<file path="config.mk">
export PLATFORM = sky130hd
export DESIGN_NAME = link_rtt_probe_engine_flat
export DESIGN_NICKNAME = d
export VERILOG_FILES = /design/src/rtl/core/lrpe_pkg.sv /design/src/rtl/core/lrpe_req_if.sv /design/src/rtl/core/lrpe_rsp_if.sv /design/src/rtl/core/lrpe_step.sv /design/src/rtl/core/link_rtt_probe_engine.sv /design/src/flat_wrapper.sv
export SDC_FILE = /design/constraint.sdc
export NUM_CORES = 1
export LEC_CHECK = 0
export ABC_AREA = 1
export BUFFER_PORTS_ARGS = -buffer_cell sky130_fd_sc_hd__clkbuf_2
export CAP_MARGIN = 20
export CORE_MARGIN = 10
export CORE_UTILIZATION = 42
export DETAILED_ROUTE_END_ITERATION = 12
export GPL_ROUTABILITY_DRIVEN = 0
export SKIP_LAST_GASP = 1
export SLEW_MARGIN = 5
export SYNTH_ARGS = -nofsm -noshare
export SYNTH_HDL_FRONTEND = slang
export SYNTH_SLANG_ARGS = --single-unit
</file>
<file path="constraint.sdc">
create_clock -name clock -period 20.3 [get_ports clock]
set_clock_uncertainty 0.15 [all_clocks]
set_input_delay 2.03 -clock clock [delete_from_list [all_inputs] [get_ports clock]]
set_output_delay 2.03 -clock clock [all_outputs]
set_load 0.05 [all_outputs]
</file>
<file path="src/rtl/core/lrpe_pkg.sv">
// Shared types and constants for the link probe engine.
// No dependencies; every other file in rtl/core imports this package.
package lrpe_pkg;

   localparam int unsigned CSR_INDEX_W = 3;
   localparam int unsigned CSR_DATA_W  = 16;

   typedef enum logic [1:0] {
      ACT_START = 2'd0,
      ACT_RX    = 2'd1,
      ACT_TXDONE = 2'd2,
      ACT_TICK  = 2'd3
   } action_type;

   typedef enum logic [1:0] {
      SEND_NONE  = 2'd0,
      SEND_PROBE = 2'd1,
      SEND_ECHO  = 2'd2
   } send_kind_type;

   typedef enum logic [CSR_INDEX_W-1:0] {
      CSR_DEST_ADDRESS    = 3'd0,
      CSR_PAYLOAD_LENGTH  = 3'd1,
      CSR_TIMEOUT_TICKS   = 3'd2,
      CSR_PROBE_KIND_CODE = 3'd3,
      CSR_REPLY_KIND_CODE = 3'd4
   } csr_index_type;

   localparam logic [15:0] DEST_ADDRESS_RST    = 16'hFFFF;
   localparam logic [6:0]  PAYLOAD_LENGTH_RST  = 7'd0;
   localparam logic [15:0] TIMEOUT_TICKS_RST   = 16'd1000;
   localparam logic [7:0]  PROBE_KIND_CODE_RST = 8'd0;
   localparam logic [7:0]  REPLY_KIND_CODE_RST = 8'd1;

   typedef struct packed {
      logic [15:0] dest_address;
      logic [6:0]  payload_length;
      logic [15:0] timeout_ticks;
      logic [7:0]  probe_kind_code;
      logic [7:0]  reply_kind_code;
   } cfg_type;

   typedef struct packed {
      logic [1:0]  action;
      logic [15:0] start_count;
      logic [7:0]  rx_kind;
      logic [15:0] rx_seq;
      logic [15:0] rx_source;
      logic [6:0]  rx_length;
      logic        tx_ok;
   } req_type;

   typedef struct packed {
      logic [1:0]  send_kind;
      logic [15:0] send_dest;
      logic [15:0] send_seq;
      logic [6:0]  send_length;
      logic        finished;
      logic [15:0] remaining;
      logic [15:0] sent_count;
      logic [15:0] recv_count;
      logic [15:0] failed_count;
      logic [15:0] timeout_count;
      logic [31:0] elapsed_ticks;
   } rsp_type;

   typedef struct packed {
      logic [15:0] outstanding;
      logic [15:0] timer_left;
      logic        timer_armed;
      logic [15:0] probes_sent;
      logic [15:0] frames_received;
      logic [15:0] send_failures;
      logic [15:0] reply_timeouts;
      logic        run_done;
      logic [31:0] run_ticks;
   } run_state_type;

endpackage

</file>
<file path="src/rtl/core/lrpe_req_if.sv">
// Event channel into the probe engine: valid/ready plus one event's fields.
// Depends on lrpe_pkg.
interface lrpe_req_if
   import lrpe_pkg::*;
();
   logic        valid;
   logic        ready;
   logic [1:0]  action;
   logic [15:0] start_count;
   logic [7:0]  rx_kind;
   logic [15:0] rx_seq;
   logic [15:0] rx_source;
   logic [6:0]  rx_length;
   logic        tx_ok;

   modport source (
      output valid, action, start_count, rx_kind, rx_seq, rx_source, rx_length, tx_ok,
      input  ready
   );
   modport sink (
      input  valid, action, start_count, rx_kind, rx_seq, rx_source, rx_length, tx_ok,
      output ready
   );
endinterface

</file>
<file path="src/rtl/core/lrpe_rsp_if.sv">
// Result channel out of the probe engine: valid/ready plus frame and counters.
// Depends on lrpe_pkg.
interface lrpe_rsp_if
   import lrpe_pkg::*;
();
   logic        valid;
   logic        ready;
   logic [1:0]  send_kind;
   logic [15:0] send_dest;
   logic [15:0] send_seq;
   logic [6:0]  send_length;
   logic        finished;
   logic [15:0] remaining;
   logic [15:0] sent_count;
   logic [15:0] recv_count;
   logic [15:0] failed_count;
   logic [15:0] timeout_count;
   logic [31:0] elapsed_ticks;

   modport source (
      output valid, send_kind, send_dest, send_seq, send_length, finished, remaining,
             sent_count, recv_count, failed_count, timeout_count, elapsed_ticks,
      input  ready
   );
   modport sink (
      input  valid, send_kind, send_dest, send_seq, send_length, finished, remaining,
             sent_count, recv_count, failed_count, timeout_count, elapsed_ticks,
      output ready
   );
endinterface

</file>
<file path="src/rtl/core/lrpe_step.sv">
// Next-state and result logic for one event of the probe engine.
// Purely combinational; depends on lrpe_pkg.
module lrpe_step
   import lrpe_pkg::*;
(
   input  cfg_type       cfg,
   input  run_state_type cur,
   input  req_type       item,
   output run_state_type nxt,
   output rsp_type       rsp
);

   run_state_type pre;
   rsp_type       rsp_base;
   logic          advance;
   logic          probe_on_advance;
   logic [15:0]   out_dec;
   logic [15:0]   arm_value;

   assign arm_value        = (cfg.timeout_ticks == 16'd0) ? 16'd1 : cfg.timeout_ticks;
   assign out_dec          = pre.outstanding - 16'd1;
   assign probe_on_advance = advance && (out_dec != 16'd0);

   always_comb begin
      pre = cur;
      advance = 1'b0;
      rsp_base = '0;
      rsp_base.send_kind = SEND_NONE;
      case (action_type'(item.action))
         ACT_START: begin
            if (cur.outstanding == 16'd0 && item.start_count != 16'd0) begin
               pre.run_done        = 1'b0;
               pre.frames_received = 16'd0;
               pre.send_failures   = 16'd0;
               pre.reply_timeouts  = 16'd0;
               pre.run_ticks       = 32'd0;
               pre.outstanding     = item.start_count;
               pre.probes_sent     = 16'd1;
               pre.timer_left      = arm_value;
               pre.timer_armed     = 1'b1;
               rsp_base.send_kind   = SEND_PROBE;
               rsp_base.send_dest   = cfg.dest_address;
               rsp_base.send_seq    = item.start_count;
               rsp_base.send_length = cfg.payload_length;
            end
         end
         ACT_RX: begin
            if (item.rx_kind == cfg.reply_kind_code && cur.outstanding != 16'd0 &&
                item.rx_seq == cur.outstanding) begin
               pre.frames_received = cur.frames_received + 16'd1;
               advance = 1'b1;
            end else if (item.rx_kind == cfg.probe_kind_code) begin
               pre.frames_received = cur.frames_received + 16'd1;
               rsp_base.send_kind   = SEND_ECHO;
               rsp_base.send_dest   = item.rx_source;
               rsp_base.send_seq    = item.rx_seq;
               rsp_base.send_length = item.rx_length;
            end
         end
         ACT_TXDONE: begin
            if (!item.tx_ok) begin
               pre.send_failures = cur.send_failures + 16'd1;
            end
         end
         ACT_TICK: begin
            if (cur.outstanding != 16'd0) begin
               pre.run_ticks = cur.run_ticks + 32'd1;
               if (cur.timer_armed) begin
                  if (cur.timer_left > 16'd1) begin
                     pre.timer_left = cur.timer_left - 16'd1;
                  end else begin
                     pre.timer_left     = 16'd0;
                     pre.timer_armed    = 1'b0;
                     pre.reply_timeouts = cur.reply_timeouts + 16'd1;
                     advance = 1'b1;
                  end
               end
            end
         end
         default: begin
         end
      endcase
   end

   // Probe answered or timed out: re-probe, or close the run.
   always_comb begin
      nxt = pre;
      if (advance) begin
         nxt.outstanding = out_dec;
         if (out_dec != 16'd0) begin
            nxt.probes_sent = pre.probes_sent + 16'd1;
            nxt.timer_left  = arm_value;
            nxt.timer_armed = 1'b1;
         end else begin
            nxt.timer_armed = 1'b0;
            nxt.timer_left  = 16'd0;
            nxt.run_done    = 1'b1;
         end
      end
   end

   always_comb begin
      rsp = rsp_base;
      if (probe_on_advance) begin
         rsp.send_kind   = SEND_PROBE;
         rsp.send_dest   = cfg.dest_address;
         rsp.send_seq    = out_dec;
         rsp.send_length = cfg.payload_length;
      end
      rsp.finished      = nxt.run_done;
      rsp.remaining     = nxt.outstanding;
      rsp.sent_count    = nxt.probes_sent;
      rsp.recv_count    = nxt.frames_received;
      rsp.failed_count  = nxt.send_failures;
      rsp.timeout_count = nxt.reply_timeouts;
      rsp.elapsed_ticks = nxt.run_done ? nxt.run_ticks : 32'd0;
   end

endmodule

</file>
<file path="src/rtl/core/link_rtt_probe_engine.sv">
// Link-test probe engine: top level with event register, result register and CSRs.
// Each accepted event passes the event register, then the result register, to rsp.
// Throughput: one event per cycle unless rsp stalls, set by the lrpe_step update.
// Reset: synchronous, active high; clears run state, pipeline valids and loads
// the CSR defaults. Depends on lrpe_pkg, lrpe_req_if, lrpe_rsp_if, lrpe_step.
module link_rtt_probe_engine
   import lrpe_pkg::*;
(
   input  logic                   clock,
   input  logic                   reset,
   lrpe_req_if.sink               req_chan,
   lrpe_rsp_if.source             rsp_chan,
   input  logic                   csr_we,
   input  logic [CSR_INDEX_W-1:0] csr_index,
   input  logic [CSR_DATA_W-1:0]  csr_wdata
);

   // CSRs: user must write only while the engine is quiet; block does not enforce it.
   cfg_type cfg_ff, cfg_in;

   always_comb begin
      cfg_in = cfg_ff;
      if (csr_we) begin
         case (csr_index_type'(csr_index))
            CSR_DEST_ADDRESS:    cfg_in.dest_address    = csr_wdata;
            CSR_PAYLOAD_LENGTH:  cfg_in.payload_length  = csr_wdata[6:0];
            CSR_TIMEOUT_TICKS:   cfg_in.timeout_ticks   = csr_wdata;
            CSR_PROBE_KIND_CODE: cfg_in.probe_kind_code = csr_wdata[7:0];
            CSR_REPLY_KIND_CODE: cfg_in.reply_kind_code = csr_wdata[7:0];
            default: begin
               // drop writes to unused indexes
            end
         endcase
      end
   end

   always_ff @(posedge clock) begin
      if (reset) begin
         cfg_ff.dest_address    <= DEST_ADDRESS_RST;
         cfg_ff.payload_length  <= PAYLOAD_LENGTH_RST;
         cfg_ff.timeout_ticks   <= TIMEOUT_TICKS_RST;
         cfg_ff.probe_kind_code <= PROBE_KIND_CODE_RST;
         cfg_ff.reply_kind_code <= REPLY_KIND_CODE_RST;
      end else begin
         cfg_ff <= cfg_in;
      end
   end

   // Stage 1: registered event. Stage 2: registered result.
   logic          ev_vld_ff, ev_vld_in;
   req_type       ev_ff, ev_in;
   logic          res_vld_ff, res_vld_in;
   rsp_type       res_ff, res_in;
   run_state_type state_ff, state_in;
   run_state_type state_nxt;
   rsp_type       step_rsp;
   logic          advance;
   logic          req_take;

   // Move the event into the result register when that slot is free or draining.
   assign advance  = ev_vld_ff && (!res_vld_ff || rsp_chan.ready);
   assign req_chan.ready = !ev_vld_ff || advance;
   assign req_take = req_chan.valid && req_chan.ready;

   always_comb begin
      ev_in.action      = req_chan.action;
      ev_in.start_count = req_chan.start_count;
      ev_in.rx_kind     = req_chan.rx_kind;
      ev_in.rx_seq      = req_chan.rx_seq;
      ev_in.rx_source   = req_chan.rx_source;
      ev_in.rx_length   = req_chan.rx_length;
      ev_in.tx_ok       = req_chan.tx_ok;
   end

   assign ev_vld_in = req_take ? 1'b1 : (advance ? 1'b0 : ev_vld_ff);

   lrpe_step u_step (
      .cfg  (cfg_ff),
      .cur  (state_ff),
      .item (ev_ff),
      .nxt  (state_nxt),
      .rsp  (step_rsp)
   );

   // Commit the run state only when the event actually retires into stage 2.
   assign state_in   = advance ? state_nxt : state_ff;
   assign res_in     = advance ? step_rsp : res_ff;
   assign res_vld_in = advance ? 1'b1 : ((res_vld_ff && rsp_chan.ready) ? 1'b0 : res_vld_ff);

   always_ff @(posedge clock) begin
      if (reset) begin
         ev_vld_ff  <= 1'b0;
         res_vld_ff <= 1'b0;
         state_ff   <= '0;
      end else begin
         ev_vld_ff  <= ev_vld_in;
         res_vld_ff <= res_vld_in;
         state_ff   <= state_in;
      end
   end

   // Payload registers; hold while stalled.
   always_ff @(posedge clock) begin
      if (req_take) begin
         ev_ff <= ev_in;
      end
      res_ff <= res_in;
   end

   assign rsp_chan.valid         = res_vld_ff;
   assign rsp_chan.send_kind     = res_ff.send_kind;
   assign rsp_chan.send_dest     = res_ff.send_dest;
   assign rsp_chan.send_seq      = res_ff.send_seq;
   assign rsp_chan.send_length   = res_ff.send_length;
   assign rsp_chan.finished      = res_ff.finished;
   assign rsp_chan.remaining     = res_ff.remaining;
   assign rsp_chan.sent_count    = res_ff.sent_count;
   assign rsp_chan.recv_count    = res_ff.recv_count;
   assign rsp_chan.failed_count  = res_ff.failed_count;
   assign rsp_chan.timeout_count = res_ff.timeout_count;
   assign rsp_chan.elapsed_ticks = res_ff.elapsed_ticks;

   // An armed timer only exists inside an open run.
   a_armed_in_run: assert property (@(posedge clock) disable iff (reset)
      state_ff.timer_armed |-> (state_ff.outstanding != 16'd0))
      else $error("timer armed with no outstanding probes");

   // A finished run has nothing left outstanding.
   a_done_idle: assert property (@(posedge clock) disable iff (reset)
      state_ff.run_done |-> (state_ff.outstanding == 16'd0))
      else $error("run_done set while probes remain");

   // A held event must not be lost while the result slot is blocked.
   a_event_held: assert property (@(posedge clock) disable iff (reset)
      (ev_vld_ff && !advance) |=> (ev_vld_ff && $stable(ev_ff)))
      else $error("stalled event dropped or changed");

endmodule

</file>
<file path="src/flat_wrapper.sv">
// flat-port wrapper written by rule: the top's interface ports become plain ports
module link_rtt_probe_engine_flat import lrpe_pkg::*;
  (clock, reset, csr_we, csr_index, csr_wdata, req_chan_valid, req_chan_action, req_chan_start_count, req_chan_rx_kind, req_chan_rx_seq, req_chan_rx_source, req_chan_rx_length, req_chan_tx_ok, req_chan_ready, rsp_chan_valid, rsp_chan_send_kind, rsp_chan_send_dest, rsp_chan_send_seq, rsp_chan_send_length, rsp_chan_finished, rsp_chan_remaining, rsp_chan_sent_count, rsp_chan_recv_count, rsp_chan_failed_count, rsp_chan_timeout_count, rsp_chan_elapsed_ticks, rsp_chan_ready);
  lrpe_req_if req_chan_i ();
  lrpe_rsp_if rsp_chan_i ();
  input  logic clock;
  input  logic reset;
  input  logic csr_we;
  input  logic [CSR_INDEX_W-1:0] csr_index;
  input  logic [CSR_DATA_W-1:0] csr_wdata;
  input wire logic [$bits(req_chan_i.valid)-1:0] req_chan_valid;
  input wire logic [$bits(req_chan_i.action)-1:0] req_chan_action;
  input wire logic [$bits(req_chan_i.start_count)-1:0] req_chan_start_count;
  input wire logic [$bits(req_chan_i.rx_kind)-1:0] req_chan_rx_kind;
  input wire logic [$bits(req_chan_i.rx_seq)-1:0] req_chan_rx_seq;
  input wire logic [$bits(req_chan_i.rx_source)-1:0] req_chan_rx_source;
  input wire logic [$bits(req_chan_i.rx_length)-1:0] req_chan_rx_length;
  input wire logic [$bits(req_chan_i.tx_ok)-1:0] req_chan_tx_ok;
  output wire logic [$bits(req_chan_i.ready)-1:0] req_chan_ready;
  output wire logic [$bits(rsp_chan_i.valid)-1:0] rsp_chan_valid;
  output wire logic [$bits(rsp_chan_i.send_kind)-1:0] rsp_chan_send_kind;
  output wire logic [$bits(rsp_chan_i.send_dest)-1:0] rsp_chan_send_dest;
  output wire logic [$bits(rsp_chan_i.send_seq)-1:0] rsp_chan_send_seq;
  output wire logic [$bits(rsp_chan_i.send_length)-1:0] rsp_chan_send_length;
  output wire logic [$bits(rsp_chan_i.finished)-1:0] rsp_chan_finished;
  output wire logic [$bits(rsp_chan_i.remaining)-1:0] rsp_chan_remaining;
  output wire logic [$bits(rsp_chan_i.sent_count)-1:0] rsp_chan_sent_count;
  output wire logic [$bits(rsp_chan_i.recv_count)-1:0] rsp_chan_recv_count;
  output wire logic [$bits(rsp_chan_i.failed_count)-1:0] rsp_chan_failed_count;
  output wire logic [$bits(rsp_chan_i.timeout_count)-1:0] rsp_chan_timeout_count;
  output wire logic [$bits(rsp_chan_i.elapsed_ticks)-1:0] rsp_chan_elapsed_ticks;
  input wire logic [$bits(rsp_chan_i.ready)-1:0] rsp_chan_ready;
  assign req_chan_i.valid = req_chan_valid;
  assign req_chan_i.action = req_chan_action;
  assign req_chan_i.start_count = req_chan_start_count;
  assign req_chan_i.rx_kind = req_chan_rx_kind;
  assign req_chan_i.rx_seq = req_chan_rx_seq;
  assign req_chan_i.rx_source = req_chan_rx_source;
  assign req_chan_i.rx_length = req_chan_rx_length;
  assign req_chan_i.tx_ok = req_chan_tx_ok;
  assign req_chan_ready = req_chan_i.ready;
  assign rsp_chan_valid = rsp_chan_i.valid;
  assign rsp_chan_send_kind = rsp_chan_i.send_kind;
  assign rsp_chan_send_dest = rsp_chan_i.send_dest;
  assign rsp_chan_send_seq = rsp_chan_i.send_seq;
  assign rsp_chan_send_length = rsp_chan_i.send_length;
  assign rsp_chan_finished = rsp_chan_i.finished;
  assign rsp_chan_remaining = rsp_chan_i.remaining;
  assign rsp_chan_sent_count = rsp_chan_i.sent_count;
  assign rsp_chan_recv_count = rsp_chan_i.recv_count;
  assign rsp_chan_failed_count = rsp_chan_i.failed_count;
  assign rsp_chan_timeout_count = rsp_chan_i.timeout_count;
  assign rsp_chan_elapsed_ticks = rsp_chan_i.elapsed_ticks;
  assign rsp_chan_i.ready = rsp_chan_ready;
  link_rtt_probe_engine u_core (.clock(clock), .reset(reset), .req_chan(req_chan_i), .rsp_chan(rsp_chan_i), .csr_we(csr_we), .csr_index(csr_index), .csr_wdata(csr_wdata));
endmodule
</file>
==> results of run 1 <==
## layout by cell type, fill, tap and decap left out, types with 35 or more instances in the layout
cell type  synthesis  layout
o22ai_1           40      40
o21ai_0          263     263
nor3_1            37      37
nor2_1           197     197
clkbuf_2           0     245
nand3_1          106     106
dfxtp_1          187     187
nand2_1          423     422
clkbuf_16          0      44
edfxtp_1         220     220
a21oi_1          174     174
inv_1            343     340
nand4_1           35      35
o211ai_1          37      37
## sequential cells by signal, indices dropped and copies added (netlist names), 16 cells and up
register                       count
u_core.cfg_ff                     55
u_core.ev_ff                      66
u_core.rsp_chan.elapsed_ticks     32
u_core.rsp_chan.failed_count      16
u_core.rsp_chan.recv_count        16
u_core.rsp_chan.remaining         16
u_core.rsp_chan.send_dest         16
u_core.rsp_chan.send_seq          16
u_core.rsp_chan.sent_count        16
u_core.rsp_chan.timeout_count     16
u_core.state_ff                  130
## power by group through the flow
stage	Clock, mW	Sequential (mW)	Combinational, mW
6_report	0.796	0.947	0.275
5_1_grt	0.850	0.951	0.304
4_1_cts	0.816	0.946	0.275
2_1_floorplan	0	1.01	0.149
3_5_place_dp	0	0.964	0.273
3_3_place_gp	0	0.963	0.269
## per-stage QoR
step / power (mW) / hold slack (ps) / instances / setup WS (ps)
6_report: 2.02 / 308 / 3246 / 15430
3_5_place_dp: 1.24 / 300 / 3161 / 14390
4_1_cts: 2.04 / 309 / 3243 / 15010
2_1_floorplan: 1.16 / 286 / 2403 / 12530
3_3_place_gp: 1.23 / 296 / 3161 / 14590
5_1_grt: 2.10 / 333 / 3245 / 15010
## final timing paths
kind | from | to | slack (ps) | cells past startpoint
worst max register to register | u_core.ev_ff[64] | u_core.state_ff[110] | 15500 | 15
worst max-delay path | rsp_chan_ready | u_core.state_ff[92] | 15430 | 10
worst min register to register | u_core.cfg_ff[8] | u_core.cfg_ff[8] | 310 | 2
worst min-delay path | u_core.cfg_ff[8] | u_core.cfg_ff[8] | 310 | 2
## logic make-up (layout without fill, tap and decap cells)
family | count (synthesis) | count (layout)
buffers and inverters | 472 | 707
and+or+nand+nor | 885 | 885
other | 0 | 1
muxes | 1 | 1
DFF | 407 | 407
xor gates and xnor gates | 48 | 48
adders and majority gates | 11 | 11
AOI/OAI and AO/OA | 579 | 579
## cell usage after synthesis, drive strengths merged (37+ instances only)
cell type	n	share of area (%)
inv	361	6.8
edfxtp	220	33
nand3	133	4.0
dfxtp	187	19
clkbuf	84	1.6
o22ai	40	1.2
a21oi	174	4.3
nand4	37	1.2
nor3	38	1.0
o211ai	37	1.4
nor2	214	4.3
nand2	433	8.3
o21ai	291	7.6
## cell type report
| cell class | count | share of cell area [%] |
|---|---|---|
| sequential | 407 | 44.9 |
| clock inverter | 18 | 0.749 |
| timing repair buffer | 262 | 5.96 |
| antenna | 1 | 0.0109 |
| clock buffer | 64 | 5.45 |
| tap | 607 | 3.29 |
| inverter | 363 | 5.95 |
| multi-input combinational | 1524 | 33.7 |
## worst reg2reg max path, cell delays in order, from the launching register on
cell and delay [ps]:
edfxtp_1 420, inv_1 110, ha_1 580, inv_1 310
nor2_4 220, inv_2 360, o21ai_1 330, inv_1 90
nand3_2 100, nand3_1 120, nor2_2 270, nand2_4 260
nand2_4 750, inv_2 380, nand2_1 160, a21oi_1 70
## per-layer routing
metal,share of wire [%],track usage [%],vias up
met4,2.2,5.28,0
met3,7.9,4.40,80
met2,46,30.8,586
met1,44,26.0,8002
met5,0,0,-
li1,-,-,8469
==> summary.md, run 1 <==
| Metric | Value |
|---|---|
| Total of warnings raised by yosys | 0 |
| Core area | about 0.047 mm^2 |
| Synth-to-Final Area Change | 15.1% |
| IO Count | about 250 |
| Clock buffer depth | 3 |
| Cells after Synth | between 2k and 2.5k |
| Clk sinks | slightly above 400 |
| Final hold violations | 0 |
| Asr flop ratio synth | 0% |
| Die height | 238 um |
| XOR/XNOR Fraction of Synth Area | 2.10% |
| Max-slew violations | 0 |
| H-Tree Depth | 2 |
| Share of cells above drive strength 1 | between 15 and 20% |
| Setup Viol. Count Final | 0 |
| CP max FO | about 120 |
| Die ar. | 0.0568 mm^2 |
| CTS buffer count | between 40 and 50 |
| Status | finished clean |
| Area post-placement | 0.0216 mm^2 |
| Buffers on Ports | roughly 250 |
| Worst slew pin tran | between 1000 and 1500 ps |
| Internal power component | approximately 1.4 mW |
| Clock Latency Late Sink | roughly 590 ps |
| Top FF cell, synth | edfxtp_1 |
| DRC viols | 0 |
| Setup TNS Final | 0 ps |
| Cell Area, Synth | 0.0200 mm^2 |
| CP endpoint kind | flop |
| Period utilization | roughly a quarter |
| Fmax | roughly 200 MHz |
| Total grt overflow | 0 |
| Switching Share | roughly 28% |
| Max Cap Viol | 0 |
| Design Area, Final | ~0.023 mm^2 |
| Vias in the first global route | ~16k |
| Top cell by count, worst path | buf_4 |
| CTS tree | built |
| Slowest-stage cell, CP | buf_4 |
| Simple-Gate Fraction of Synth Area | around 20% |
| Via count | about 17k |
| Mux cell area share after synthesis | 0.0500% |
| Startpoint types | input port |
| DRT iter0 DRCs | roughly 1.4k |
| Largest net degree at the start of global routing | between 100 and 150 |
| Largest family of logic cells by synthesized area | simple AND/OR/NAND/NOR gates |
| FF+latch count, synth | around 410 |
| Clock power frac | between 30% and 40% |
| Post-layout util | about half |
| Antenna Nets Post-Route | 0 |
| Buf/Inv on CP | 6 |
| Setup Fix Bufs, Post-CTS | 0 |
| Global-route wire length before repair | ~89000 um |
| Average vias per placed instance | approximately 5.3 |
| Sequential area share after synthesis | 51.7% |
| Hold_buf cts | 0 |
| EDFF count, synth | 220 |
| Net switching power | about 570 uW |
| Aggregate global-route resource usage | 19.3% |
| Crit Path Class | input port to flop |
| Critical Path Max Stage Delay | roughly 810 ps |
| Final Net Count | approximately 2.7k |
| PwrDens | approximately 88 mW/mm^2 |
| WL/cell | roughly 17 um |
| CTS root buffer | clkbuf_16 |
| Tmin final | 4870 ps |
| Filler instances | 4537 |
| Average cell area after synthesis | around 8.3 um^2 |
| WP data arrival | roughly 5200 ps |
| Row cnt | 79 |
| Slew HR | 32.8% |
| Multi-input logic area | 0.00777 mm^2 |
| Post-Synth Adder-Cell Area | less than 1% |
| Unrepaired setup endpoints after global routing | false |
| Syn nets | about 2.5k |
| HPWL Detailed | 39600 um |
| CP Data Required Time | about 21000 ps |
| Comb power frac | 13.6% |
| CTS clk-pin slew, worst paths | ~60 ps |
| CP cell instances | clkbuf_2 -> inv_1 -> nand2_1 -> nand2_4 -> buf_4 -> inv_8 -> buf_4 -> buf_4 -> o21ai_0 -> a21oi_1 |
| Antenna violations before repair | 0 |
| Post-synthesis cell type count | 60 |
| Sequential cell area | between 0.01 and 0.015 mm^2 |
| Compound-Gate Fraction of Synth Area | about 16% |
| Number of cells upsized or downsized after cts | 0 |
| VDD IR-drop max | roughly 0.055 mV |
| Worst hold path class | flop to flop |
| Initial Util | a little over two fifths |
| Pleak | 9.96 nW |
| Routed wire length | ~56000 um |
| Largest delay share family, worst path | buffers and inverters |
| Die X | 238 um |
| Drt pass-1 iters | 6 |
| Sequential power share | between 40% and 50% |
(Power assumes the default switching activity.)
==> run 2: changes to the inputs <==
- clock period: 20.3 -> 4.6 ns (I/O delays scaled with it)
==> summary.md, run 2 (same netlist as run 1, synthesis figures left out) <==
| Metric | Value |
|---|---|
| Status | finished clean |
| Vias in the first global route | 17.0k (+4.7%) |
| Global-route wire length before repair | 92700 um (+4.3%) |
| DRT iter0 DRCs | 1709 (+18%) |
| Multi-input logic area | 0.00777 mm^2 (unchanged) |
| Core area | 0.0469 mm^2 (unchanged) |
| Sequential power share | 46.1% (-0.8 points) |
| Worst slew pin tran | 1070 ps (+60.4 ps) |
| Worst Hold Depth | 3 (+1) |
| Antenna Nets Post-Route | 0 (unchanged) |
| Antenna violations before repair | 2 (+2) |
| Placed cell count | 3170 (+0.28%) |
| Crit path depth | 15 (+5) |
| Net switching power | 2.59 mW (+350%) |
| Initial Util | 42.7% (unchanged) |
| Die ar. | 0.0568 mm^2 (unchanged) |
| Top flop regs | u_core.state_ff x130, u_core.ev_ff x66, u_core.cfg_ff x55 |
| Final Net Count | 2782 (+2.9%) |
| Max Cap Viol | 0 (unchanged) |
| Slew HR | 28.6% (-4.2 points) |
| Worst R2R Path Depth | 15 (unchanged) |
| Post-Layout Cell Count | 3327 (+2.5%) |
| Setup Viol. Count Final | 0 (unchanged) |
| CP max FO | 50 (-58%) |
| Comb power frac | 14.0% (+0.4 points) |
| Total grt overflow | 0 (unchanged) |
| CTS tree | built |
| Share of cells above drive strength 1 | 16.4% (+0.027 points) |
| Clk sinks | 407 (unchanged) |
| CP cell instances | inv_1 -> ha_1 -> inv_1 -> nor2_4 -> inv_2 -> o21ai_1 -> inv_1 -> nand3_2 -> nand3_1 -> nor2_2 -> nand2_4 -> nand2_4 -> inv_2 -> nand2_1 -> a21oi_1 |
| Die height | 238 um (unchanged) |
| Hold_buf cts | 69 (+69) |
| Max reg flops | 130 (unchanged) |
| Setup TNS Final | 0 ps (unchanged) |
| Average vias per placed instance | 5.36 (+1.5%) |
| Pleak | 10.3 nW (+3.3%) |
| H-Tree Depth | 2 (unchanged) |
| Clock buffer depth | 3 (unchanged) |
| Worst hold path class | input port to flop |
| Crit Path Class | flop to flop |
| WP data arrival | 4130 ps (-1090 ps) |
| Routed wire length | 59200 um (+5.2%) |
| Number of cells upsized or downsized after cts | 0 (unchanged) |
| Aggregate global-route resource usage | 20.1% (+0.79 points) |
| Unrepaired setup endpoints after global routing | false |
| Clock Latency Late Sink | 590 ps (about the same) |
| CP endpoint kind | flop |
| DRC viols | 0 (unchanged) |
| CP Data Required Time | 4910 ps (-15740 ps) |
| Max-slew violations | 0 (unchanged) |
| Largest net degree at the start of global routing | 150 (+26%) |
| CTS buffer count | 46 (+4.5%) |
| FF-to-FF setup slack | 780 ps (-14720 ps) |
| Buf/Inv on CP | 5 (-1) |
| Die X | 238 um (unchanged) |
| WL/cell | 17.8 um (+2.6%) |
| Setup Fix Bufs, Post-CTS | 0 (unchanged) |
| Tmin final | between 3000 and 4000 ps |
| Filler instances | 4445 (-2.0%) |
| Startpoint types | flop |
| Critical Path Max Stage Delay | 480 ps (-330 ps) |
| Largest delay share family, worst path | simple AND/OR/NAND/NOR gates |
| Synth-to-Final Area Change | 19.0% |
| Row cnt | 79 (unchanged) |
| Final hold violations | 0 (unchanged) |
| IO Count | 246 (unchanged) |
| PwrDens | 380 mW/mm^2 (+330%) |
| HPWL Detailed | 41700 um (+5.5%) |
| Via count | 17.8k (+4.0%) |
| Sequential cell area | 0.0103 mm^2 (unchanged) |
| Switching Share | 28.6% (+0.29 points) |
| VDD IR-drop max | 0.256 mV (+360%) |
| CTS root buffer | clkbuf_16 |
| Drt pass-1 iters | 6 (unchanged) |
| Clock power frac | 39.8% (+0.3 points) |
| Fmax | 262 MHz |
| Internal power component | 6.47 mW (+350%) |
| Top reg by flops | u_core.state_ff |
| Slowest-stage cell, CP | nand2_4 |
| Commonest non-fill, non-tap cells in the layout | nand2_1 (422), inv_1 (340), o21ai_0 (263) |
| Top cell by count, worst path | inv_1 |
| Period utilization | between 80% and 90% |
| Most common cell after layout, fill and taps aside | nand2_1 |
| CTS clk-pin slew, worst paths | 60 ps (about the same) |
| Buffers on Ports | 245 (unchanged) |
[run 2: cell count changes in the layout (fill, tap and decap cells not counted), sizes merged]
cell and delta:
clkbuf -4, clkinv +5, dlygate4sd3 +69, inv -1
buf +8, clkinvlp +3, bufinv +1
[run 2: worst reg2reg max path, stage by stage (launching register included)]
cell      delay [ps]
edfxtp_1         420
inv_1            100
ha_1             470
inv_1            240
nor2_4           220
inv_2            230
o21ai_1          240
inv_1             90
nand3_2          100
nand3_1          100
nor2_2           170
nand2_4           80
nand2_4          480
inv_2            380
nand2_1          140
a21oi_1           80
[run 2: final timing paths]
kind	from	end
max reg2reg	u_core.ev_ff[65]	u_core.state_ff[111]
max	u_core.ev_ff[65]	u_core.state_ff[111]
min	csr_wdata[7]	u_core.cfg_ff[46]
min reg2reg	u_core.cfg_ff[12]	u_core.cfg_ff[12]
[run 2: per-layer routing]
metal | vias up | track usage [%] | wire (um) | share of wire, %
li1 | 8632 | - | - | -
met1 | 8358 | 26.3 | 25700 | 43
met2 | 711 | 32.5 | 27100 | 46
met3 | 121 | 4.01 | 4450 | 7.5
met4 | 2 | 7.69 | 1860 | 3.1
met5 | - | 0 | 16 | 0.027
[run 2: per-stage QoR]
| stage | hold slack (ps) | util, % | total power, mW | worst slack (ps) | instance area (um^2) |
|---|---|---|---|---|---|
| detailed placement | 299 | 46.2 | 5.47 | 591 | 21700 |
| global placement | 296 | 46.2 | 5.45 | 699 | 21700 |
| CTS | 7.53 | 50.8 | 9.13 | 583 | 23800 |
| floorplan | 286 | - | 5.11 | 741 | 20000 |
| global route | 29.6 | 50.9 | 9.41 | 333 | 23800 |
| finish | 33.2 | 50.9 | 9.06 | 779 | 23800 |
[run 2: layout make-up]
class / count / area share (%)
Sequential cell: 407 / 43.4
Multi-Input combinational cell: 1524 / 32.6
Timing Repair Buffer: 339 / 8.87
Antenna cell: 1 / 0.0105
Clock inverter: 26 / 0.982
Tap cell: 607 / 3.19
Clock buffer: 60 / 5.18
Inverter: 363 / 5.75
[run 2: power groups by stage]
| stage | clock (mW) | combinational (mW) | sequential [mW] |
|---|---|---|---|
| 2_1_floorplan | 0 | 0.658 | 4.45 |
| 3_3_place_gp | 0 | 1.20 | 4.25 |
| 3_5_place_dp | 0 | 1.22 | 4.25 |
| 4_1_cts | 3.69 | 1.27 | 4.18 |
| 5_1_grt | 3.82 | 1.40 | 4.20 |
| 6_report | 3.61 | 1.27 | 4.18 |
